--- config.mk ---
export PLATFORM = sky130hd
export DESIGN_NAME = polynomial_newton_root_finder_core
export DESIGN_NICKNAME = d
export VERILOG_FILES = /design/src/hw/rtl/pnrf_pkg.sv /design/src/hw/rtl/pnrf_ram.sv /design/src/hw/rtl/pnrf_div.sv /design/src/hw/rtl/polynomial_newton_root_finder_core.sv
export SDC_FILE = /design/constraint.sdc
export NUM_CORES = 2
export LEC_CHECK = 0
export ABC_AREA = 1
export BUFFER_PORTS_ARGS = -buffer_cell sky130_fd_sc_hd__buf_2
export CAP_MARGIN = 15
export CORE_UTILIZATION = 55
export CTS_BUF_LIST = sky130_fd_sc_hd__clkbuf_4 sky130_fd_sc_hd__clkbuf_8 sky130_fd_sc_hd__clkbuf_16
export DETAILED_ROUTE_END_ITERATION = 10
export GPL_TIMING_DRIVEN = 0
export PLACE_DENSITY = 0.82
export REMOVE_ABC_BUFFERS = 1
export SYNTH_ARGS = -nofsm -noshare
export SYNTH_HDL_FRONTEND = slang
export SYNTH_SLANG_ARGS = --single-unit
--- constraint.sdc ---
create_clock -name clock -period 14.46 [get_ports clock]
set_input_delay 0 -clock clock [delete_from_list [all_inputs] [get_ports clock]]
set_output_delay 0 -clock clock [all_outputs]
set_load 0.02 [all_outputs]
--- src/hw/rtl/pnrf_pkg.sv ---
// Package with types and constants shared by the Newton root finder files.
`default_nettype none
package pnrf_pkg;
   localparam int MaxDegreeDefault = 7;
   localparam int MaxIterationsDefault = 64;
   localparam int FracBitsDefault = 16;
   localparam int DataWidth = 32;
   localparam int CsrIndexWidth = 1;
   localparam int CsrDataWidth = 31;
   localparam logic [CsrIndexWidth-1:0] CSR_DEGREE = 1'b0;
   localparam logic [CsrIndexWidth-1:0] CSR_TOLERANCE = 1'b1;
   localparam logic [1:0] STATUS_CONVERGED = 2'd0;
   localparam logic [1:0] STATUS_ZERO_DERIV = 2'd1;
   localparam logic [1:0] STATUS_ITER_LIMIT = 2'd2;

   typedef enum logic [3:0] {
      ST_IDLE, ST_CLEAR, ST_INIT, ST_FREAD, ST_FMUL, ST_FACC, ST_DREAD, ST_DSCALE,
      ST_DMUL, ST_DACC, ST_CHECK, ST_DIV, ST_UPDATE, ST_DONE
   } state_type;

   function automatic logic signed [31:0] sat32(input logic signed [71:0] v);
      if (v > 72'sd2147483647) return 32'sh7fffffff;
      else if (v < -72'sd2147483648) return 32'sh80000000;
      else return v[31:0];
   endfunction
endpackage
`default_nettype wire

--- src/hw/rtl/pnrf_ram.sv ---
// Generic RAM with one write port and one registered read port.
`default_nettype none
module pnrf_ram #(
   parameter int Width = 32,
   parameter int Depth = 8
) (
   input  wire                     clock,
   input  wire                     wr_en,
   input  wire [$clog2(Depth)-1:0] wr_addr,
   input  wire [Width-1:0]         wr_data,
   input  wire [$clog2(Depth)-1:0] rd_addr,
   output logic [Width-1:0]        rd_data
);
   logic [Width-1:0] mem [Depth];
   always_ff @(posedge clock) begin
      if (wr_en) mem[wr_addr] <= wr_data;
      rd_data <= mem[rd_addr];
   end
endmodule
`default_nettype wire

--- src/hw/rtl/pnrf_div.sv ---
// Serial restoring divider: signed quotient of (num << FracBits) / den, truncated.
`default_nettype none
module pnrf_div import pnrf_pkg::*; #(
   parameter int FracBits = FracBitsDefault
) (
   input  wire                clock,
   input  wire                reset,
   input  wire                start,
   input  wire signed [31:0]  num,
   input  wire signed [31:0]  den,
   output logic               done,
   output logic signed [31:0] quot
);
   localparam int NW = 32 + FracBits;
   localparam int CW = $clog2(NW + 1);
   logic [NW-1:0] dividend_ff, dividend_in;
   logic [NW-1:0] quo_ff, quo_in;
   logic [NW:0]   rem_ff, rem_in;
   logic [31:0]   den_ff, den_in;
   logic          neg_ff, neg_in;
   logic [CW-1:0] count_ff, count_in;
   logic          run_ff, run_in;
   logic [NW:0]   trial;
   logic signed [NW+1:0] signed_q;

   always_comb begin
      dividend_in = dividend_ff;
      quo_in = quo_ff;
      rem_in = rem_ff;
      den_in = den_ff;
      neg_in = neg_ff;
      count_in = count_ff;
      run_in = run_ff;
      trial = {rem_ff[NW-1:0], dividend_ff[NW-1]} - {{(NW-31){1'b0}}, den_ff};
      if (start) begin
         dividend_in = num[31] ? NW'(-({{FracBits{num[31]}}, num} <<< FracBits))
                               : NW'({{FracBits{1'b0}}, num} << FracBits);
         den_in = den[31] ? 32'(-den) : den;
         neg_in = num[31] ^ den[31];
         rem_in = '0;
         quo_in = '0;
         count_in = CW'(NW);
         run_in = 1'b1;
      end else if (run_ff) begin
         dividend_in = dividend_ff << 1;
         if (!trial[NW]) begin
            rem_in = trial;
            quo_in = {quo_ff[NW-2:0], 1'b1};
         end else begin
            rem_in = {rem_ff[NW-1:0], dividend_ff[NW-1]};
            quo_in = {quo_ff[NW-2:0], 1'b0};
         end
         count_in = count_ff - 1'b1;
         if (count_ff == CW'(1)) run_in = 1'b0;
      end
   end

   always_ff @(posedge clock) begin
      dividend_ff <= dividend_in;
      quo_ff <= quo_in;
      rem_ff <= rem_in;
      den_ff <= den_in;
      neg_ff <= neg_in;
      count_ff <= count_in;
      if (reset) run_ff <= 1'b0;
      else run_ff <= run_in;
   end

   assign done = run_ff && (count_ff == CW'(1));
   always_comb begin
      signed_q = neg_ff ? -$signed({2'b00, quo_in}) : $signed({2'b00, quo_in});
      quot = sat32(72'(signed_q));
   end
endmodule
`default_nettype wire

--- src/hw/rtl/polynomial_newton_root_finder_core.sv ---
// Newton-Raphson polynomial root finder core, Q16.16 signed fixed point.
// A load beat writes one coefficient (indices above MaxDegree are dropped) and gives no result.
// Each Newton step evaluates f and its derivative by Horner's rule, checks the derivative,
// runs the serial divider and updates x; steps repeat until convergence or the iteration
// limit, and a zero derivative ends the solve early; one solve runs at a time.
// After reset the store is cleared one entry a cycle (all MaxDegree+1 entries), busy high.
// Results are shown for one cycle with rsp_valid; the receiver cannot stall.
`default_nettype none
module polynomial_newton_root_finder_core import pnrf_pkg::*; #(
   parameter int MaxDegree = MaxDegreeDefault,
   parameter int MaxIterations = MaxIterationsDefault,
   parameter int FracBits = FracBitsDefault
) (
   input  wire                     clock,
   input  wire                     reset,
   input  wire                     start,
   output logic                    busy,
   input  wire                     req_kind,
   input  wire [2:0]               req_coeff_index,
   input  wire signed [31:0]       req_coeff_value,
   input  wire signed [31:0]       req_start_x,
   output logic                    rsp_valid,
   output logic signed [31:0]      rsp_root,
   output logic [6:0]              rsp_iterations,
   output logic [1:0]              rsp_status,
   input  wire                     csr_write,
   input  wire [CsrIndexWidth-1:0] csr_index,
   input  wire [CsrDataWidth-1:0]  csr_data
);
   localparam int Depth = MaxDegree + 1;
   localparam int AW = $clog2(Depth);
   localparam int IW = $clog2(MaxIterations + 1);

   state_type state_ff, state_in;
   logic [2:0]  degree_ff;
   logic [30:0] tolerance_ff;
   logic [AW-1:0] idx_ff, idx_in, dlim;
   logic signed [31:0] x_ff, x_in, acc_ff, acc_in, f_ff, f_in, dc_ff, dc_in;
   logic signed [63:0] prod_ff, prod_in;
   logic [IW-1:0] n_ff, n_in;
   logic [1:0] status_ff, status_in;
   logic out_ff;
   logic we;
   logic [AW-1:0] waddr, raddr;
   logic [31:0] wdata, rdata;
   logic div_start, div_done;
   logic signed [31:0] quot;
   logic signed [32:0] mag;
   logic signed [71:0] ext;
   logic signed [AW+32:0] dscale;
   logic [3:0] d_eff;

   assign d_eff = ({1'b0, degree_ff} > 4'(MaxDegree)) ? 4'(MaxDegree) : {1'b0, degree_ff};
   assign dlim = AW'(d_eff);

   pnrf_ram #(.Width(32), .Depth(Depth)) u_store (
      .clock, .wr_en(we), .wr_addr(waddr), .wr_data(wdata), .rd_addr(raddr), .rd_data(rdata)
   );

   pnrf_div #(.FracBits(FracBits)) u_div (
      .clock, .reset, .start(div_start), .num(f_ff), .den(acc_ff), .done(div_done), .quot
   );

   always_ff @(posedge clock) begin
      if (reset) begin
         degree_ff <= 3'd3;
         tolerance_ff <= 31'd1;
      end else if (csr_write) begin
         unique case (csr_index)
            CSR_DEGREE:    degree_ff <= csr_data[2:0];
            CSR_TOLERANCE: tolerance_ff <= csr_data;
            default: ;
         endcase
      end
   end

   assign busy = (state_ff != ST_IDLE);
   assign ext = 72'(prod_ff >>> FracBits);
   assign dscale = $signed(rdata) * $signed({1'b0, idx_ff});

   always_comb begin
      state_in = state_ff;
      unique case (state_ff)
         ST_IDLE: if (start) state_in = req_kind ? ST_INIT : ST_IDLE;
         ST_CLEAR: if (idx_ff == AW'(MaxDegree)) state_in = ST_IDLE;
         ST_INIT: state_in = (d_eff == 4'd0) ? ST_DONE : ST_FREAD;
         ST_FREAD: state_in = ST_FACC;
         ST_FMUL: state_in = ST_FACC;
         ST_FACC: state_in = (idx_ff == '0) ? ST_DREAD : ST_FMUL;
         ST_DREAD: state_in = ST_DSCALE;
         ST_DSCALE: state_in = ST_DACC;
         ST_DMUL: state_in = ST_DREAD;
         ST_DACC: state_in = (idx_ff == AW'(1)) ? ST_CHECK : ST_DMUL;
         ST_CHECK: state_in = (acc_ff == 0) ? ST_DONE : ST_DIV;
         ST_DIV: if (div_done) state_in = ST_UPDATE;
         ST_UPDATE: state_in = ST_DONE;
         ST_DONE: state_in = ST_IDLE;
         default: state_in = ST_IDLE;
      endcase
      if (state_ff == ST_UPDATE && !((mag <= $signed({2'b0, tolerance_ff})) ||
          (n_ff + 1'b1 == IW'(MaxIterations))))
         state_in = ST_FREAD;
   end

   always_comb begin
      idx_in = idx_ff; x_in = x_ff; acc_in = acc_ff; f_in = f_ff; dc_in = dc_ff;
      prod_in = prod_ff; n_in = n_ff; status_in = status_ff;
      we = 1'b0; waddr = idx_ff; wdata = '0; raddr = idx_ff; div_start = 1'b0;
      mag = quot[31] ? -{quot[31], quot} : {quot[31], quot};
      unique case (state_ff)
         ST_IDLE: begin
            if (start && !req_kind && {1'b0, req_coeff_index} <= 4'(MaxDegree)) begin
               we = 1'b1; waddr = AW'(req_coeff_index); wdata = req_coeff_value;
            end
            x_in = req_start_x; n_in = '0; idx_in = dlim;
         end
         ST_CLEAR: begin
            we = 1'b1; idx_in = idx_ff + 1'b1;
         end
         ST_INIT: status_in = STATUS_ZERO_DERIV;
         ST_FREAD: begin
            raddr = dlim; idx_in = dlim;
            acc_in = '0; prod_in = '0;
         end
         ST_FMUL: prod_in = acc_ff * x_ff;
         ST_FACC: begin
            // The product is saturated on its own before the coefficient is added.
            acc_in = sat32(72'(sat32(ext)) + 72'(signed'(rdata)));
            if (idx_ff != '0) begin idx_in = idx_ff - 1'b1; raddr = idx_ff - 1'b1; end
            else begin idx_in = dlim; f_in = acc_in; acc_in = '0; prod_in = '0; end
         end
         ST_DREAD: raddr = idx_ff;
         ST_DSCALE: dc_in = sat32(72'(dscale));
         ST_DMUL: prod_in = acc_ff * x_ff;
         ST_DACC: begin
            acc_in = sat32(72'(sat32(ext)) + 72'(dc_ff));
            prod_in = '0;
            if (idx_ff != AW'(1)) idx_in = idx_ff - 1'b1;
         end
         ST_CHECK: begin
            if (acc_ff == 0) status_in = STATUS_ZERO_DERIV;
            else div_start = 1'b1;
         end
         ST_UPDATE: begin
            x_in = sat32(72'(x_ff) - 72'(quot));
            n_in = n_ff + 1'b1;
            if (mag <= $signed({2'b0, tolerance_ff})) status_in = STATUS_CONVERGED;
            else if (n_ff + 1'b1 == IW'(MaxIterations)) status_in = STATUS_ITER_LIMIT;
         end
         default: ;
      endcase
   end

   always_ff @(posedge clock) begin
      if (reset) begin
         state_ff <= ST_CLEAR;
         idx_ff <= '0;
         out_ff <= 1'b0;
      end else begin
         state_ff <= state_in;
         idx_ff <= idx_in;
         out_ff <= (state_ff == ST_DONE);
      end
      x_ff <= x_in;
      acc_ff <= acc_in; f_ff <= f_in; dc_ff <= dc_in;
      prod_ff <= prod_in; n_ff <= n_in;
      status_ff <= status_in;
   end

   assign rsp_valid = out_ff;
   assign rsp_root = x_ff;
   assign rsp_iterations = 7'(n_ff);
   assign rsp_status = status_ff;

   a_one_result: assert property (@(posedge clock) disable iff (reset)
      rsp_valid |-> !$past(rsp_valid)) else $error("result strobe held two cycles");
   a_iter_cap: assert property (@(posedge clock) disable iff (reset)
      rsp_valid |-> (rsp_iterations <= 7'(MaxIterations))) else $error("iteration count over cap");
   a_limit_status: assert property (@(posedge clock) disable iff (reset)
      (rsp_valid && rsp_status == STATUS_ITER_LIMIT) |-> (rsp_iterations == 7'(MaxIterations)))
      else $error("iteration limit status without full count");
endmodule
`default_nettype wire
==> impl_metrics.py <==
metrics = {
    "clocking": {
        "clk_latency_ns": 0.72,
        "h-tree-depth": 3,
        "numCtsBuffers": 78,
        "cts-root-buf": "clkbuf_16",
        "postCtsResizedCells": 0,
        "clock_sinks": 683,
        "clkSlewWorstSetupHoldPaths_ns": 0.06,
        "cts_tree": "built",
        "cts_setup_buffers": 0,
        "cts_buffer_depth": 3,
    },
    "synthesis": {
        "synth_top_area_share_pct": 28.4,
        "syn-instance-count": 9471,
        "synth.cell_area_sq_mm": 0.0786,
        "synth-main-ff-cell": "edfxtp_1",
        "synth.top_cells.by_area": "fa_1, edfxtp_1, inv_1",
        "ys_seq_area_share_pct": 23.8,
        "synthDistinctLibCells": 67,
        "synth_edf_count": 506,
        "syn_area_per_cell_sq_um": 8.30,
        "synth_warnings": 0,
        "async_flop_share_pct": 0,
        "ys_ff_latch": 683,
        "yosysTopAreaCell": "fa_1",
    },
    "critical_path": {
        "cp-end-kind": "flop",
        "crit_family": "simple AND/OR/NAND/NOR gates",
        "r2r_end": "rsp_root[21]",
        "r2r_start": "acc_ff[31]",
        "crit_start": "acc_ff[31]",
        "critPathSlowestCell": "o21ai_4",
        "crit_arrival_ns": 13.49,
        "path_depth": 53,
        "r2r_slack_ns": 1.39,
        "worstSetupPathType": "reg2reg",
        "reg2reg_depth": 53,
        "cp.required_ns": 14.88,
        "max_stage_delay_ns": 0.86,
        "cp_num_buf_inv": 7,
        "worst-path-max-fanout": 44,
        "critPathCapture": "rsp_root[21]",
        "start_kind": "flop",
        "cpMostUsedCell": "nand2_1",
    },
    "die": {
        "coreArea_sq_mm": 0.142,
        "fp.dieArea_sq_mm": 0.144,
        "rows": 138,
        "fp.dieH_um": 380,
        "die_w_um": 380,
        "initial_core_util_pct": 55.5,
        "pin_count": 147,
    },
    "power_and_ir_drop": {
        "p_per_area_mw_per_mm2": 96.5,
        "total_power_mw": 8.37,
        "vdd_drop_max_v": 0.000129,
        "p_switching_mw": 3.53,
        "swShare_pct": 42.2,
        "p_int_mw": 4.84,
        "pwr-share-seq_pct": 28.3,
        "leakagePower_nw": 43.4,
        "pwr-share-clk_pct": 24.8,
        "p_comb_share_pct": 46.9,
    },
    "timing": {
        "maxSlewViolCount": 0,
        "worst_pin_slew_ns": 1.15,
        "finalWorstSetupSlack_ns": 1.39,
        "relSlewSlack_pct": 23.4,
        "finalHoldViolCount": 0,
        "fin_crit_ns": 13.07,
        "finalSetupViolations": 0,
        "whs_ns": 0.117,
        "fmax_mhz": 76.5,
        "rsz0062_at_grt": "false",
        "fin_worst_skew_ns": 0.0845,
        "tns_ns": 0,
        "fin_crit_sh_pct": 90.4,
    },
    "final_layout": {
        "fillers": 11100,
        "multiInputGateArea_sq_mm": 0.0498,
        "area_growth_pct": 10.3,
        "regArea_sq_mm": 0.0187,
        "drive_gt1_share_pct": 5.32,
        "nets": 11100,
    },
    "routing": {
        "routedLengthMet1_um": 80600,
        "vias_per_cell": 5.63,
        "wl_met3_um": 19100,
        "drt_pass1_iterations": 7,
        "ant_nets": 0,
        "met2_length_um": 106000,
        "wirelength_um": 217000,
        "drt_iter0_drc": 5708,
        "routed.top_layer": "met5",
        "route.detailed.drc": 0,
        "wl_per_cell_um": 18.9,
        "vias": 64500,
    },
    "run_status": {
        "outcome": "complete, no violations",
    },
    "grt": {
        "grt_pass1_wl_um": 354000,
        "grt_pass1_vias": 68600,
        "overflow": 0,
        "grtUsageTotal_pct": 30.6,
        "grt_max_degree": 77,
        "antenna_found_initial": 3,
    },
    "flow_run": {
        "cap_violations": 0,
    },
    "placed_design": {
        "portBuffers": 146,
        "post-place-ws_ns": 1.88,
        "routabilityCongestion": 0.968,
        "dp.final_hpwl_um": 173000,
    },
    "worst_hold_path": {
        "hp-class": "in2reg",
    },
}
timing repair:
action | CTS | global route
hold buffers | 102 | 0
hold endpoints to repair | 327 | 0
endpoints found under the setup margin | 0 | 0
layer usage:
| layer | global-route usage (%) | vias up |
|---|---|---|
| met5 | 0.298 | - |
| met4 | 14.3 | 6 |
| met3 | 5.93 | 789 |
| met2 | 52.3 | 3236 |
| met1 | 37.1 | 31400 |
| li1 | - | 29100 |
worst min path at each step:
stage | from | endpoint | slack (ns) | cells after the start
global route | csr_data[12] | tolerance_ff[12] | 0.13 | 4
floorplan | reset | state_ff[1] | 0.06 | 1
global placement | reset | state_ff[1] | 0.26 | 2
detailed placement | reset | state_ff[1] | 0.26 | 2
finish | csr_data[16] | tolerance_ff[16] | 0.12 | 4
CTS | csr_data[13] | tolerance_ff[13] | 0.07 | 4
through the flow:
stage	std cells	cell area (sq um)	util, %
3_3_place_gp	11100	80000	56.4
4_1_cts	11500	86700	61.2
2_1_floorplan	9058	76900	-
5_1_grt	11500	86700	61.2
3_5_place_dp	11200	83000	58.5
6_report	11500	86800	61.2
state kept, by name, indices dropped and copies added (netlist names), 31 cells and up:
signal             count
u_store.mem          256
acc_ff                32
u_div.den_ff          32
rsp_root              32
tolerance_ff          31
f_ff                  32
u_store.rd_data       32
u_div.rem_ff          48
dc_ff                 32
prod_ff               48
u_div.quo_ff          48
u_div.dividend_ff     32
cells by family (layout without fill, tap and decap cells):
logic type	count (synthesis)	count (layout)	synth area share, %
simple gates	3079	3079	15.9
buf+inv	2672	2764	13.0
fa+ha+maj	1537	1537	35.1
compound gates	1211	1211	8.89
flops	683	683	23.8
xor+xnor	284	284	3.16
mux	5	5	0.0637
other cells	0	3	0
cell usage in the layout (no fill, tap or decap), types with 78 or more instances in the layout:
cell           synthesis  layout
xor2_1               183     183
nand3_1              335     335
a21oi_1              472     470
dfxtp_1              177     176
dlygate4sd3_1          0     102
ha_1                 420     420
nand2_1             2046    2042
buf_16                 0      85
buf_2                 41     146
xnor2_1              101     101
nor2_1               482     469
clkbuf_16              0      78
edfxtp_1             506     506
o21ai_0              368     365
a31oi_1               80      79
inv_1               2243    2241
fa_1                1117    1117
power groups by stage:
stage	Combinational (mW)	Sequential [mW]	Clock [mW]
6_report	3.93	2.36	2.08
5_1_grt	4.41	2.37	2.16
4_1_cts	3.87	2.36	2.09
3_5_place_dp	3.80	2.40	0
3_3_place_gp	3.69	2.41	0
2_1_floorplan	2.77	2.37	0
synth_stat cells (all sizes together), types with 9 or more instances:
cell and instances:
inv 2255, nand2 2060, fa 1117, edfxtp 506, nor2 503, a21oi 473
ha 420, o21ai 397, nand3 343, clkbuf 329, xor2 183, dfxtp 177
xnor2 101, buf 84, a31oi 80, nor3 53, nand4 48, a32o 45
o22ai 37, or2 28, o211ai 27, o21a 26, nor4 25, o221ai 23
a21boi 22, o21bai 19, o31ai 12, a21o 10, a22o 9
layout make-up:
type,count,share of cell area (%)
antenna,3,0.00865
multi-input combinational,6116,57.4
tap,1890,2.73
sequential,683,21.6
clock buffer,104,2.53
inverter,2259,9.78
timing repair buffer,361,5.29
clock inverter,40,0.613
worst reg2reg max path, delay by kind of cell (launching register included):
family / cells / cell delay, ns
adders and majority gates: 3 / 0.80
buffers and inverters: 7 / 1.74
and+or+nand+nor: 30 / 6.22
AOI/OAI and AO/OA: 13 / 3.29
DFF: 1 / 0.78
(Power assumes the default switching activity.)
